## config.mk

```make
export PLATFORM = sky130hd
export DESIGN_NAME = serial_bus_access_manager
export DESIGN_NICKNAME = d
export VERILOG_FILES = /design/src/sbam_pkg.sv /design/src/serial_bus_access_manager.sv
export SDC_FILE = /design/constraint.sdc
export NUM_CORES = 1
export LEC_CHECK = 0
export ABC_AREA = 1
export BUFFER_PORTS_ARGS = -buffer_cell sky130_fd_sc_hd__buf_2
export CAP_MARGIN = 15
export CORE_MARGIN = 4
export CORE_UTILIZATION = 60
export CTS_CLUSTER_DIAMETER = 60
export DETAILED_ROUTE_END_ITERATION = 10
export PLACE_DENSITY = 0.83
export SLEW_MARGIN = 25
export SYNTH_ARGS = -nofsm -noshare
export SYNTH_HDL_FRONTEND = slang
export SYNTH_SLANG_ARGS = --single-unit
export TNS_END_PERCENT = 1
```

## constraint.sdc

```tcl
create_clock -name clock -period 5 [get_ports clock]
set_input_delay 1 -clock clock [delete_from_list [all_inputs] [get_ports clock]]
set_output_delay 1 -clock clock [all_outputs]
set_load 0.005 [all_outputs]
```

## src/sbam_pkg.sv

```systemverilog
// ----------------------------------------------------------------------------
// sbam_pkg
// Types and constants for the serial bus access manager: item codes,
// management command numbers, mode bits and transceiver enable patterns.
// ----------------------------------------------------------------------------
package sbam_pkg;

   // item kinds on the request channel
   typedef enum logic [1:0] {
      OP_TICK    = 2'd0,
      OP_RX_BYTE = 2'd1,
      OP_COMMAND = 2'd2,
      OP_UNUSED  = 2'd3
   } op_type;

   // management commands
   typedef enum logic [2:0] {
      CMD_READ_OWN      = 3'd0,
      CMD_SET_OWN       = 3'd1,
      CMD_READ_CONNECT  = 3'd2,
      CMD_SET_CONNECT   = 3'd3,
      CMD_READ_SHUTDOWN = 3'd4,
      CMD_START_SHUT    = 3'd5,
      CMD_READ_STATUS   = 3'd6,
      CMD_SET_STATUS    = 3'd7
   } cmd_type;

   // configuration register indexes
   typedef enum logic [2:0] {
      CSR_LOCKOUT_TIME     = 3'd0,
      CSR_BOOTLOAD_TIME    = 3'd1,
      CSR_ECHO_TIMEOUT     = 3'd2,
      CSR_SHUTDOWN_TIME    = 3'd3,
      CSR_RESET_PULSE_TIME = 3'd4,
      CSR_DEFAULT_OWN      = 3'd5,
      CSR_DEFAULT_CONNECT  = 3'd6,
      CSR_LOCKOUT_AT_RESET = 3'd7
   } csr_index_type;

   localparam int LONG_W  = 17;
   localparam int SHORT_W = 12;
   localparam int PULSE_W = 8;
   localparam int ADDR_W  = 7;

   // mode_flags bit positions
   localparam int MODE_BOOT_BIT = 0;
   localparam int MODE_LOCK_BIT = 1;
   localparam int MODE_HOST_BIT = 2;

   // shutdown_state bit positions
   localparam int SD_STARTED_BIT = 0;
   localparam int SD_SEEN_BIT    = 1;

   // status bit positions
   localparam int ST_ECHO_TIMEOUT  = 0;
   localparam int ST_ECHO_MISMATCH = 2;
   localparam int ST_HOST_LOCKOUT  = 3;

   // enable patterns: bit0 rx driver, bit1 rx rcv off, bit2 tx driver, bit3 tx rcv off
   localparam logic [3:0] PAT_NORMAL_LOCAL   = 4'h5;
   localparam logic [3:0] PAT_NORMAL_FOREIGN = 4'h8;
   localparam logic [3:0] PAT_NORMAL_BASE    = 4'h1;
   localparam logic [3:0] PAT_AWARE          = 4'h4;
   localparam logic [3:0] PAT_BOOT_LOCAL     = 4'h5;
   localparam logic [3:0] PAT_BOOT_FOREIGN   = 4'hC;
   localparam logic [3:0] PAT_LOCK_LOCAL     = 4'h3;
   localparam logic [3:0] PAT_LOCK_FOREIGN   = 4'hA;
   localparam logic [3:0] PAT_DISCONNECT     = 4'hA;

   // register defaults
   localparam logic [LONG_W-1:0]  LOCKOUT_TIME_RST  = 17'd120000;
   localparam logic [LONG_W-1:0]  BOOTLOAD_TIME_RST = 17'd115000;
   localparam logic [SHORT_W-1:0] ECHO_TIMEOUT_RST  = 12'd500;
   localparam logic [SHORT_W-1:0] SHUTDOWN_TIME_RST = 12'd1000;
   localparam logic [PULSE_W-1:0] RESET_PULSE_RST   = 8'd20;
   localparam logic [ADDR_W-1:0]  OWN_ADDR_RST      = 7'd49;
   localparam logic [ADDR_W-1:0]  CONNECT_ADDR_RST  = 7'd48;
   localparam logic               LOCKOUT_AT_RST    = 1'b0;

   // one request item
   typedef struct packed {
      logic [1:0] op;
      logic [7:0] rx_byte;
      logic [2:0] command_code;
      logic [7:0] command_data;
      logic       command_has_data;
      logic       host_request;
      logic       shutdown_pin_low;
   } req_type;

   // one result item
   typedef struct packed {
      logic [3:0] enables;
      logic       send_valid;
      logic [7:0] send_byte;
      logic [7:0] reply_data;
      logic [7:0] status_bits;
      logic       mcu_reset_low;
      logic       host_clear;
      logic       shutdown_drive;
      logic       shutdown_seen;
   } rsp_type;

endpackage

```

## src/serial_bus_access_manager.sv

```systemverilog
// ----------------------------------------------------------------------------
// serial_bus_access_manager
// Bus access manager for a multidrop serial bus with a shared control pair.
//
// Usage: each request item is a millisecond tick (with host request and
// shutdown pin samples), a byte received on the control pair, or a
// management command write. Every item yields exactly one result item with
// the transceiver enables, an optional byte to send, the command reply,
// status and the reset / host / shutdown lines.
// Both channels use valid/stall; an item moves when valid is high and stall
// low. The request is captured in an input register, processed by one pass
// of logic into the result register, which then raises rsp_valid, and one
// item is taken every cycle while rsp_stall is low.
// A stalled result holds in the result register; the input register keeps
// accepting until it is full, then req_stall rises.
// Reset (synchronous, active high) restores all non-payload registers to
// their defaults, idles both channels and loads the mode state from those
// defaults. Write configuration on csr_* only while idle (not enforced);
// the default own address and lockout-at-reset registers only matter at
// reset, which restores their defaults, so they are accepted but not stored.
// ----------------------------------------------------------------------------
module serial_bus_access_manager (
   input  logic       clock,
   input  logic       reset,
   // request channel
   input  logic       req_valid,
   output logic       req_stall,
   input  logic [1:0] req_op,
   input  logic [7:0] req_rx_byte,
   input  logic [2:0] req_command_code,
   input  logic [7:0] req_command_data,
   input  logic       req_command_has_data,
   input  logic       req_host_request,
   input  logic       req_shutdown_pin_low,
   // result channel
   output logic       rsp_valid,
   input  logic       rsp_stall,
   output logic       rsp_rx_driver_en,
   output logic       rsp_rx_receiver_off,
   output logic       rsp_tx_driver_en,
   output logic       rsp_tx_receiver_off,
   output logic       rsp_send_valid,
   output logic [7:0] rsp_send_byte,
   output logic [7:0] rsp_reply_data,
   output logic [7:0] rsp_status_bits,
   output logic       rsp_mcu_reset_low,
   output logic       rsp_host_clear,
   output logic       rsp_shutdown_drive,
   output logic       rsp_shutdown_seen,
   // configuration
   input  logic        csr_write_en,
   input  logic [2:0]  csr_index,
   input  logic [16:0] csr_data
);
   import sbam_pkg::*;

   // configuration registers
   logic [LONG_W-1:0]  lockout_time_ff;
   logic [LONG_W-1:0]  bootload_time_ff;
   logic [SHORT_W-1:0] echo_timeout_ff;
   logic [SHORT_W-1:0] shutdown_time_ff;
   logic [PULSE_W-1:0] reset_pulse_ff;
   logic [ADDR_W-1:0]  dflt_connect_ff;

   // pipeline registers
   logic    in_valid_ff, in_valid_in;
   req_type in_ff;
   logic    rsp_valid_ff, rsp_valid_in;
   rsp_type rsp_ff, rsp_in;
   logic    advance, process, accept;

   // block state
   logic [2:0]         mode_ff, mode_in;
   logic               foreign_ff, foreign_in;
   logic               aware_ff, aware_in;
   logic               host_on_ff, host_on_in;
   logic               echo_pend_ff, echo_pend_in;
   logic [7:0]         last_sent_ff, last_sent_in;
   logic [SHORT_W-1:0] echo_tmr_ff, echo_tmr_in;
   logic [LONG_W-1:0]  lock_tmr_ff, lock_tmr_in;
   logic [LONG_W-1:0]  boot_tmr_ff, boot_tmr_in;
   logic [7:0]         own_addr_ff, own_addr_in;
   logic [7:0]         conn_addr_ff, conn_addr_in;
   logic [7:0]         status_ff, status_in;
   logic [1:0]         sd_ff, sd_in;
   logic [SHORT_W-1:0] sd_tmr_ff, sd_tmr_in;
   logic [PULSE_W-1:0] rst_tmr_ff, rst_tmr_in;
   logic               cts_ff, cts_in;
   logic [3:0]         pat_ff, pat_in;

   logic       sent_now;
   logic       send_v;
   logic [7:0] send_b;
   logic [7:0] reply;

   // enable pattern when returning to normal mode
   function automatic logic [3:0] normal_pattern(input logic foreign, input logic aware);
      logic [3:0] p;
      p = foreign ? PAT_NORMAL_FOREIGN : PAT_NORMAL_BASE;
      if (aware) p = p | PAT_AWARE;
      return p;
   endfunction

   // handshake: results leave the output register, new items enter the input one
   assign advance   = !rsp_valid_ff || !rsp_stall;
   assign process   = in_valid_ff && advance;
   assign req_stall = in_valid_ff && !advance;
   assign accept    = req_valid && !req_stall;

   always_comb begin
      in_valid_in = in_valid_ff;
      if (accept) in_valid_in = 1'b1;
      else if (process) in_valid_in = 1'b0;
      rsp_valid_in = rsp_valid_ff;
      if (process) rsp_valid_in = 1'b1;
      else if (!rsp_stall) rsp_valid_in = 1'b0;
   end

   // configuration writes
   always_ff @(posedge clock) begin
      if (reset) begin
         lockout_time_ff  <= LOCKOUT_TIME_RST;
         bootload_time_ff <= BOOTLOAD_TIME_RST;
         echo_timeout_ff  <= ECHO_TIMEOUT_RST;
         shutdown_time_ff <= SHUTDOWN_TIME_RST;
         reset_pulse_ff   <= RESET_PULSE_RST;
         dflt_connect_ff  <= CONNECT_ADDR_RST;
      end else if (csr_write_en) begin
         case (csr_index_type'(csr_index))
            CSR_LOCKOUT_TIME:     lockout_time_ff  <= csr_data[LONG_W-1:0];
            CSR_BOOTLOAD_TIME:    bootload_time_ff <= csr_data[LONG_W-1:0];
            CSR_ECHO_TIMEOUT:     echo_timeout_ff  <= csr_data[SHORT_W-1:0];
            CSR_SHUTDOWN_TIME:    shutdown_time_ff <= csr_data[SHORT_W-1:0];
            CSR_RESET_PULSE_TIME: reset_pulse_ff   <= csr_data[PULSE_W-1:0];
            CSR_DEFAULT_CONNECT:  dflt_connect_ff  <= csr_data[ADDR_W-1:0];
            default: ;
         endcase
      end
   end

   // one pass over the item in the input register
   always_comb begin
      mode_in      = mode_ff;
      foreign_in   = foreign_ff;
      aware_in     = aware_ff;
      host_on_in   = host_on_ff;
      echo_pend_in = echo_pend_ff;
      last_sent_in = last_sent_ff;
      echo_tmr_in  = echo_tmr_ff;
      lock_tmr_in  = lock_tmr_ff;
      boot_tmr_in  = boot_tmr_ff;
      own_addr_in  = own_addr_ff;
      conn_addr_in = conn_addr_ff;
      status_in    = status_ff;
      sd_in        = sd_ff;
      sd_tmr_in    = sd_tmr_ff;
      rst_tmr_in   = rst_tmr_ff;
      cts_in       = cts_ff;
      pat_in       = pat_ff;
      sent_now     = 1'b0;
      send_v       = 1'b0;
      send_b       = 8'd0;
      reply        = 8'd0;

      case (op_type'(in_ff.op))
         OP_TICK: begin
            // bootload timeout
            if (mode_in[MODE_BOOT_BIT]) begin
               if (boot_tmr_in >= bootload_time_ff) begin
                  pat_in = normal_pattern(foreign_in, aware_in);
                  mode_in[MODE_HOST_BIT] = 1'b1;
                  mode_in[MODE_BOOT_BIT] = 1'b0;
               end else begin
                  boot_tmr_in = boot_tmr_in + 1'b1;
               end
            end
            // local host connect / disconnect
            if (!foreign_in) begin
               if (in_ff.host_request) begin
                  if (!status_in[ST_HOST_LOCKOUT]) begin
                     if (!cts_in) begin
                        cts_in = 1'b1;
                     end else if (mode_in == 3'd0 && !echo_pend_in) begin
                        sent_now     = 1'b1;
                        send_b       = conn_addr_in;
                        last_sent_in = conn_addr_in;
                        echo_tmr_in  = '0;
                        echo_pend_in = 1'b1;
                        host_on_in   = 1'b1;
                     end
                  end
               end else if (mode_in[MODE_HOST_BIT] && host_on_in && !echo_pend_in &&
                            !mode_in[MODE_BOOT_BIT] && !mode_in[MODE_LOCK_BIT]) begin
                  sent_now     = 1'b1;
                  send_b       = {1'b1, ~dflt_connect_ff};
                  last_sent_in = {1'b1, ~dflt_connect_ff};
                  echo_tmr_in  = '0;
                  echo_pend_in = 1'b1;
                  host_on_in   = 1'b0;
                  cts_in       = 1'b0;
               end
            end
            send_v = sent_now;
            // lockout timeout
            if (mode_in[MODE_LOCK_BIT]) begin
               if (lock_tmr_in >= lockout_time_ff) begin
                  pat_in = normal_pattern(foreign_in, aware_in);
                  mode_in[MODE_HOST_BIT] = 1'b1;
                  mode_in[MODE_LOCK_BIT] = 1'b0;
               end else begin
                  lock_tmr_in = lock_tmr_in + 1'b1;
               end
            end
            // echo wait
            if (echo_pend_in && !sent_now) begin
               if (echo_tmr_in >= echo_timeout_ff) begin
                  status_in[ST_ECHO_TIMEOUT] = 1'b1;
                  echo_pend_in = 1'b0;
               end else begin
                  echo_tmr_in = echo_tmr_in + 1'b1;
               end
            end
            // shutdown handshake
            if (sd_in[SD_STARTED_BIT]) begin
               if (sd_tmr_in >= shutdown_time_ff) sd_in = 2'b10;
               else sd_tmr_in = sd_tmr_in + 1'b1;
            end else if (!sd_in[SD_SEEN_BIT] && in_ff.shutdown_pin_low) begin
               sd_in[SD_SEEN_BIT] = 1'b1;
            end
            // local reset pulse
            if (rst_tmr_in != '0) rst_tmr_in = rst_tmr_in - 1'b1;
         end

         OP_RX_BYTE: begin
            // echo check or foreign traffic
            if (echo_pend_in) begin
               if (in_ff.rx_byte != last_sent_in) status_in[ST_ECHO_MISMATCH] = 1'b1;
               echo_pend_in = 1'b0;
               foreign_in   = 1'b0;
            end else begin
               foreign_in = !host_on_in;
            end
            // decode the byte
            if (in_ff.rx_byte == 8'd0) begin
               lock_tmr_in = lockout_time_ff;
               boot_tmr_in = bootload_time_ff;
            end else if (in_ff.rx_byte == own_addr_in) begin
               pat_in = foreign_in ? PAT_BOOT_FOREIGN : PAT_BOOT_LOCAL;
               mode_in[MODE_BOOT_BIT] = 1'b1;
               rst_tmr_in  = reset_pulse_ff;
               aware_in    = 1'b0;
               boot_tmr_in = '0;
            end else if (!in_ff.rx_byte[7]) begin
               mode_in     = 3'b000;
               mode_in[MODE_LOCK_BIT] = 1'b1;
               pat_in      = foreign_in ? PAT_LOCK_FOREIGN : PAT_LOCK_LOCAL;
               lock_tmr_in = '0;
            end else begin
               foreign_in = 1'b0;
               mode_in    = 3'b000;
               pat_in     = PAT_DISCONNECT;
            end
         end

         OP_COMMAND: begin
            if (in_ff.command_has_data) begin
               case (cmd_type'(in_ff.command_code))
                  CMD_READ_OWN: begin
                     aware_in = 1'b1;
                     if (host_on_in) begin
                        send_v       = 1'b1;
                        last_sent_in = 8'd0;
                        echo_tmr_in  = '0;
                        echo_pend_in = 1'b1;
                     end else if (mode_in[MODE_BOOT_BIT]) begin
                        send_v       = 1'b1;
                        last_sent_in = 8'd0;
                        echo_tmr_in  = '0;
                        echo_pend_in = 1'b0;
                     end else begin
                        lock_tmr_in = lockout_time_ff;
                        boot_tmr_in = bootload_time_ff;
                     end
                     reply = own_addr_in;
                  end
                  CMD_SET_OWN: begin
                     own_addr_in = in_ff.command_data;
                     reply       = in_ff.command_data;
                  end
                  CMD_READ_CONNECT: reply = conn_addr_in;
                  CMD_SET_CONNECT: begin
                     conn_addr_in = in_ff.command_data;
                     reply        = in_ff.command_data;
                  end
                  CMD_READ_SHUTDOWN: begin
                     reply = {7'd0, sd_in[SD_SEEN_BIT]};
                     sd_in[SD_SEEN_BIT] = 1'b0;
                  end
                  CMD_START_SHUT: begin
                     if (in_ff.command_data == 8'd1) begin
                        sd_in     = 2'b01;
                        sd_tmr_in = '0;
                     end
                     reply = in_ff.command_data;
                  end
                  CMD_READ_STATUS: reply = status_in;
                  default: begin
                     status_in = in_ff.command_data;
                     reply     = in_ff.command_data;
                  end
               endcase
            end
         end

         default: ;
      endcase

      rsp_in.enables        = pat_in;
      rsp_in.send_valid     = send_v;
      rsp_in.send_byte      = send_b;
      rsp_in.reply_data     = reply;
      rsp_in.status_bits    = status_in;
      rsp_in.mcu_reset_low  = (rst_tmr_in != '0);
      rsp_in.host_clear     = cts_in;
      rsp_in.shutdown_drive = sd_in[SD_STARTED_BIT];
      rsp_in.shutdown_seen  = sd_in[SD_SEEN_BIT];
   end

   // control and state registers
   always_ff @(posedge clock) begin
      if (reset) begin
         in_valid_ff  <= 1'b0;
         rsp_valid_ff <= 1'b0;
         mode_ff      <= 3'd0;
         foreign_ff   <= 1'b0;
         aware_ff     <= 1'b0;
         host_on_ff   <= 1'b0;
         echo_pend_ff <= 1'b0;
         last_sent_ff <= 8'd0;
         echo_tmr_ff  <= '0;
         lock_tmr_ff  <= '0;
         boot_tmr_ff  <= '0;
         own_addr_ff  <= {1'b0, OWN_ADDR_RST};
         conn_addr_ff <= {1'b0, CONNECT_ADDR_RST};
         status_ff    <= {4'd0, LOCKOUT_AT_RST, 3'd0};
         sd_ff        <= 2'd0;
         sd_tmr_ff    <= '0;
         rst_tmr_ff   <= '0;
         cts_ff       <= 1'b0;
         pat_ff       <= PAT_NORMAL_LOCAL;
      end else begin
         in_valid_ff  <= in_valid_in;
         rsp_valid_ff <= rsp_valid_in;
         if (process) begin
            mode_ff      <= mode_in;
            foreign_ff   <= foreign_in;
            aware_ff     <= aware_in;
            host_on_ff   <= host_on_in;
            echo_pend_ff <= echo_pend_in;
            last_sent_ff <= last_sent_in;
            echo_tmr_ff  <= echo_tmr_in;
            lock_tmr_ff  <= lock_tmr_in;
            boot_tmr_ff  <= boot_tmr_in;
            own_addr_ff  <= own_addr_in;
            conn_addr_ff <= conn_addr_in;
            status_ff    <= status_in;
            sd_ff        <= sd_in;
            sd_tmr_ff    <= sd_tmr_in;
            rst_tmr_ff   <= rst_tmr_in;
            cts_ff       <= cts_in;
            pat_ff       <= pat_in;
         end
      end
   end

   // payload registers
   always_ff @(posedge clock) begin
      if (accept) begin
         in_ff.op               <= req_op;
         in_ff.rx_byte          <= req_rx_byte;
         in_ff.command_code     <= req_command_code;
         in_ff.command_data     <= req_command_data;
         in_ff.command_has_data <= req_command_has_data;
         in_ff.host_request     <= req_host_request;
         in_ff.shutdown_pin_low <= req_shutdown_pin_low;
      end
      if (process) rsp_ff <= rsp_in;
   end

   // result ports
   assign rsp_valid           = rsp_valid_ff;
   assign rsp_rx_driver_en    = rsp_ff.enables[0];
   assign rsp_rx_receiver_off = rsp_ff.enables[1];
   assign rsp_tx_driver_en    = rsp_ff.enables[2];
   assign rsp_tx_receiver_off = rsp_ff.enables[3];
   assign rsp_send_valid      = rsp_ff.send_valid;
   assign rsp_send_byte       = rsp_ff.send_byte;
   assign rsp_reply_data      = rsp_ff.reply_data;
   assign rsp_status_bits     = rsp_ff.status_bits;
   assign rsp_mcu_reset_low   = rsp_ff.mcu_reset_low;
   assign rsp_host_clear      = rsp_ff.host_clear;
   assign rsp_shutdown_drive  = rsp_ff.shutdown_drive;
   assign rsp_shutdown_seen   = rsp_ff.shutdown_seen;

   // a sent byte is the one the echo check compares against
   a_send_matches_last: assert property (@(posedge clock) disable iff (reset)
      (rsp_valid_ff && rsp_ff.send_valid) |-> (rsp_ff.send_byte == last_sent_ff))
      else $error("sent byte differs from echo reference");

   // stall only comes from a full input register
   a_stall_only_full: assert property (@(posedge clock) disable iff (reset)
      !in_valid_ff |-> !req_stall)
      else $error("request stalled with empty input register");

   // shutdown drive and seen flag are never set together
   a_shutdown_state: assert property (@(posedge clock) disable iff (reset)
      !(sd_ff[SD_STARTED_BIT] && sd_ff[SD_SEEN_BIT]))
      else $error("shutdown started and seen at once");

   // a processed item always shows up as a result next cycle
   a_result_follows: assert property (@(posedge clock) disable iff (reset)
      process |=> rsp_valid_ff)
      else $error("processed item produced no result");

endmodule
```

======== Word level (Yosys, flattened, before mapping) ========
Cells that the tools add are included.
storage, ports and cells
  bits in latches ......................... 0
  ROM bits ................................ 0
  output and inout port bits .............. 35
  memory bits (writable) .................. 0
  memories ................................ 0
  logic and storage cells ................. 308
  input port bits ......................... 49
  bits in registers ....................... 244
operators by class
  shift operators ......................... 0
  multipliers ............................. 0
  divide/modulo/power cells ............... 0
  add/subtract/negate cells ............... 5
  $lt $le $gt $ge ......................... 4
  multiplexer cells ....................... 154
  equal/unequal tests ..................... 44
  bitwise operators ....................... 3
  reduce and logical (&&, ||, !) cells .... 56
operators with widths
  operator               number
  $mux 17                17
  $mux 12                18
  $mux 8                 20
  $pmux 17 s3            2
  $mux 1                 63
  $pmux 12 s2            2
  $mux 4                 10
  $add 17x1->17 const B  2
  $ge 17x17->1           2
  $pmux 8 s2             2
  $pmux 8 s4             1
  $ne 2x2->1 const B     15
  $add 12x1->12 const B  2
  $ge 12x12->1           2
  $ne 3x3->1 const B     8
  $reduce_and 10->1      2
  $reduce_and 2->1       8
  $reduce_bool 8->1      2
  $eq 3x3->1 const B     5
  $mux 2                 7
  $reduce_and 7->1       2
  $eq 3x2->1 const B     4
  $reduce_and 4->1       3
  $logic_and 1x1->1      10
  other kinds (30)       57

======== Logic depth before layout (Yosys ltp) ========
  word-level depth ........................ 16
  gate-level depth with buffers ........... 33
  depth with buffers taken out ............ 32

======== Least setup slack after synthesis ========
OpenSTA, ideal clock, no wires.
  path kind ............................... reg-to-reg
  from .................................... reg bootload_time_ff[8]
  to ...................................... reg echo_tmr_ff[3]
  arrival ................................. 3441 ps
  cell stages (with the launch flop) ...... 31
  slack ................................... 1427 ps
  path buffers ............................ 1
  setup time .............................. 132 ps
  clock period less this slack ............ 3573 ps
  required time ........................... 4868 ps
  cells stage by stage .................... dfxtp_1 -> inv_1 -> ha_1 -> nand2_1 -> nor2_4 -> inv_1 -> nor2_1 -> nand2_1 -> nand2_1 -> nor2_1 -> nand3_1 -> nand2_1 -> nor2_4 -> nand3_2 -> nand2_2 -> nand2_4 -> buf_12 -> nand2_1 -> inv_1 -> ha_1 -> a21oi_1 -> nor2_1 -> a211oi_1 -> nand4_1 -> nor2_1 -> inv_1 -> nor2_1 -> nand3_2 -> xor2_1 -> nand2_1 -> a21oi_1
between the ends
  cells in the longest elaborated chain, start to end .. 16
  elaborated cells between the ends (all ways) .. 42
  those cells by class .................... 1 x add/sub; 2 x order compare; 30 x mux; 9 x reduce/logical
ends and longest elaborated chain
  what                                                         line                                                                source
  from (decl)                                                  serial_bus_access_manager.sv:59                                     logic [LONG_W-1:0] bootload_time_ff;
  from (signal assigned)                                       serial_bus_access_manager.sv:131                                    CSR_BOOTLOAD_TIME: bootload_time_ff <= csr_data[LONG_W-1:0];
  $ge 17x17->1 (*)                                             serial_bus_access_manager.sv:169                                    if (boot_tmr_in >= bootload_time_ff) begin
  $mux 1                                                       serial_bus_access_manager.sv:169
  $mux 1                                                       serial_bus_access_manager.sv:168                                    if (mode_in[MODE_BOOT_BIT]) begin
  $mux 1                                                       serial_bus_access_manager.sv:165                                    case (op_type'(in_ff.op))
  $logic_not 3->1 / $logic_and 1x1->1 (equally long branches)  serial_bus_access_manager.sv:183, serial_bus_access_manager.sv:192
  $logic_and 1x1->1 (on tied branches)                         serial_bus_access_manager.sv:183, serial_bus_access_manager.sv:192
  $mux 12 (tied with other cells)                              serial_bus_access_manager.sv:183                                    end else if (mode_in == 3'd0 && !echo_pend_in) begin
  $mux 12 (tied with other cells)                              serial_bus_access_manager.sv:181                                    if (!cts_in) begin
  $mux 12 (tied with other cells)                              serial_bus_access_manager.sv:180                                    if (!status_in[ST_HOST_LOCKOUT]) begin
  $mux 12 / $mux 1 (equally long branches)                     serial_bus_access_manager.sv:179                                    if (in_ff.host_request) begin
  $mux 12 / $mux 1 (equally long branches)                     serial_bus_access_manager.sv:178                                    if (!foreign_in) begin
  $mux 12 / $mux 1 (equally long branches)                     serial_bus_access_manager.sv:165
  $add 12x1->12 (tied with other cells)                        serial_bus_access_manager.sv:220                                    echo_tmr_in = echo_tmr_in + 1'b1;
  $mux 12 / $logic_and 1x1->1 (equally long branches)          serial_bus_access_manager.sv:216, serial_bus_access_manager.sv:215
  $mux 12 (*)                                                  serial_bus_access_manager.sv:215                                    if (echo_pend_in && !sent_now) begin
  $pmux 12 s2 (*)                                              serial_bus_access_manager.sv:165
  to (signal assigned)                                         serial_bus_access_manager.sv:361                                    echo_tmr_ff <= echo_tmr_in;
  to (decl)                                                    serial_bus_access_manager.sv:79                                     logic [SHORT_W-1:0] echo_tmr_ff, echo_tmr_in;
Every way passes the cells marked *; elsewhere a longest branch is shown, timed or not. The select of a mux whose other input is x is not followed.
A chain may end at the register's enable or synchronous reset.

======== Worst setup path in the final report ========
  from .................................... reg bootload_time_ff[16]
  to ...................................... reg echo_tmr_ff[3]
The elaborated chain is that of the path after synthesis.

==> results.md <==
- Critical Path RT: around 5.5 ns
- Initial antenna violation count: 0
- Largest cells by area after synthesis: dfxtp_1 (29%), edfxtp_1 (13%), nand2_1 (7.6%), inv_1 (7.1%), a21oi_1 (7.1%)
- Post-Synthesis Cells: 1,660
- Buffers added on ports: 83
- CP Class: flop to flop
- Final Cell Area: between 10,000 and 15,000 sq um
- Fin Hold WS: approximately 0.46 ns
- Synthesized area per cell: ~7.7 sq um
- GRT Total Usage: between 20 and 30%
- CTS sink cnt: 244
- Cell row count: 53
- Setup Fix Bufs, Post-CTS: 0
- First-pass GRT wire length: about 55 mm
- Post-Syn Area: about 13,000 sq um
- CORE AREA: around 21,000 sq um
- Top FF cell, synth: dfxtp_1
- Final cycle utilization of the critical path: between 80% and 90%
- Final Hold Vio Count: 0
- Slew Limit Headroom: 33.6%
- Placed Cells: 1,969
- I/O pins: 84
- # diodes: 0
- Max Clock Skew: roughly 0.011 ns
- Hold Buf Count CTS: 0
- Starting density of the core: 61.0%
- Status: finished clean
- Crit path capture type: flop
- Layout cells sized above 1: around 11%
- Drt first pass iters: 6
- Synth top area share: ~29%
- Clock H-tree levels: 1
- CTS tree: yes
- F_max: 0.239 GHz
- Drt first-iter violations: roughly 1,100
- Antenna-violating nets left: 0
- Top-count cell post-synth: nand2_1
- Final layout net count: 1,840
- Post-synth EDFFs: 57
- Slew Viols, Final: 0
- Avg WL per Cell: between 15 and 20 microns
- Arr. time, crit path: 4.63 ns
- Synth-to-Final Area Change: 11.4%
- Clk slew on worst S/H paths: approximately 0.060 ns
- Final setup TNS: 0 ns
- Final setup fails: 0
- Detailed placement HPWL: 23.7 mm
- Final WL: roughly 34 mm
- Fin cells: just over 2,000
- Clk buf depth: 3
- Distinct cell type count after synthesis: between 50 and 60
- Worst Hold Class: flop to flop
- Maximum VDD drop: around 240 uV
- Crit start category: flop
- Flops & latches, synth: 244
- Synth warn: 0
- Power per cell area: about 320 nW/um^2
- Power after layout: 0.00456 W
- Post-synth ARST share: 0%
- Post-layout min period: 4.18 ns
- Die height: 154 microns
- Critical Path Max Stage Delay: 0.35 ns
- # DRC: 0
- Vias: roughly 12,000
- Worst Tran Pin Value: 0.996 ns
- Crit path max-delay cell type: nor2_1
- Vias in the first global route: between 10,000 and 15,000
- Clk root buf: clkbuf_16
- Die area: approximately 24,000 sq um
- Total leakage power: around 6.2 nW
- RSZ-0062 raised after global routing: false
- DP Area: between 10,000 and 15,000 sq um
- Vias/cell: around 5.8
- Clk_lat worst skew: 0.53 ns
- Seq/Total Area, Yosys: between 40% and 50%
- Most frequent CP cell: nor2_1
- Post-Syn Nets: between 1,500 and 2,000
- Post-synth top cells: nand2_1 (261), inv_1 (243), dfxtp_1 (187), a21oi_1 (181), o21ai_0 (153)
- Worst-path fanout max: 13
- Grt total ovfl: 0
- Cell taking the most area after synthesis: dfxtp_1
- Largest net degree at the start of global routing: 69
- Die Wd: ~150 microns
- Post-CTS Resized: 0
- CTS Buf Count: 27
- MaxCap Viol Count: 0
- GPL Wtd Cong: 0.982
metal layers:
metal	GRT usage [%]	share of wire, %	vias to the layer above
li1	-	-	5743
met1	36.7	42	5386
met3	4.42	7.9	90
met5	0	0	-
met2	45.8	46	462
met4	9.92	3.7	0
worst max-delay path, delay by kind of cell (launching register included):
kind	cells	cell delay [ns]
AOI/OAI and AO/OA	3	0.47
xor gates and xnor gates	1	0.14
adders and majority gates	2	0.62
buffers and inverters	4	0.36
DFF	1	0.32
and+or+nand+nor	17	2.19
state kept, by name, summed over array words and instances, names as in the netlist, 4 cells and up:
register	flops
boot_tmr_ff	17
echo_timeout_ff	12
own_addr_ff	8
bootload_time_ff	17
pat_ff	4
rsp_send_byte	8
reset_pulse_ff	8
lock_tmr_ff	17
rsp_reply_data	8
conn_addr_ff	8
last_sent_ff	8
sd_tmr_ff	12
rst_tmr_ff	8
dflt_connect_ff	7
rsp_status_bits	8
lockout_time_ff	17
shutdown_time_ff	12
status_ff	8
echo_tmr_ff	12
in_ff	24
metrics by stage:
stage          util (%)  setup slack [ns]
2_1_floorplan         -              1.43
3_3_place_gp       63.8              1.11
3_5_place_dp       63.8             0.916
5_1_grt            67.9             0.368
4_1_cts            67.9             0.881
6_report           67.9             0.823
power by group:
part           internal, W  total, W  switching, W
clock              0.00114   0.00195      0.000812
combinational     0.000149  0.000455      0.000306
sequential         0.00210   0.00216     0.0000602
total              0.00339   0.00456       0.00118
worst paths after layout:
path / startpoint / to / slack [ns] / cells past startpoint
hold / removal: echo_timeout_ff[1] / echo_timeout_ff[1] / 0.46 / 2
setup / recovery: bootload_time_ff[16] / echo_tmr_ff[3] / 0.82 / 27
hold reg to reg: echo_timeout_ff[1] / echo_timeout_ff[1] / 0.46 / 2
setup reg to reg: bootload_time_ff[16] / echo_tmr_ff[3] / 0.82 / 27
layout make-up:
type / count / area, sq um
inverters: 261 / 982
well taps: 275 / 344
clock inverters: 15 / 139
fillers: 1692 / 6740
flip-flops and latches: 244 / 5460
clock buffers: 33 / 728
repair buffers: 92 / 495
multi-input cells: 1097 / 6140
kinds of logic after synthesis:
group	Yosys count	synth area share, %
AND/OR/NAND/NOR	531	18.2
AO/OA/AOI/OAI	472	21.2
buffers and inverters	319	9.63
flip-flops	244	42.5
adder cells (fa/ha/maj)	68	6.63
XOR/XNOR	26	1.78
cell usage in the layout, fill, tap and decap left out, drive strengths merged, types with 14 or more instances in the layout:
cell type  count
a21oi        186
buf           92
clkbuf        33
clkinv        14
dfxtp        187
edfxtp        57
ha            68
inv          256
nand2        268
nand3         57
nand4         24
nor2         140
nor3          25
o211ai        42
o21ai        165
o22ai         21
xor2          20
Power figures use the tool's default switching activity.
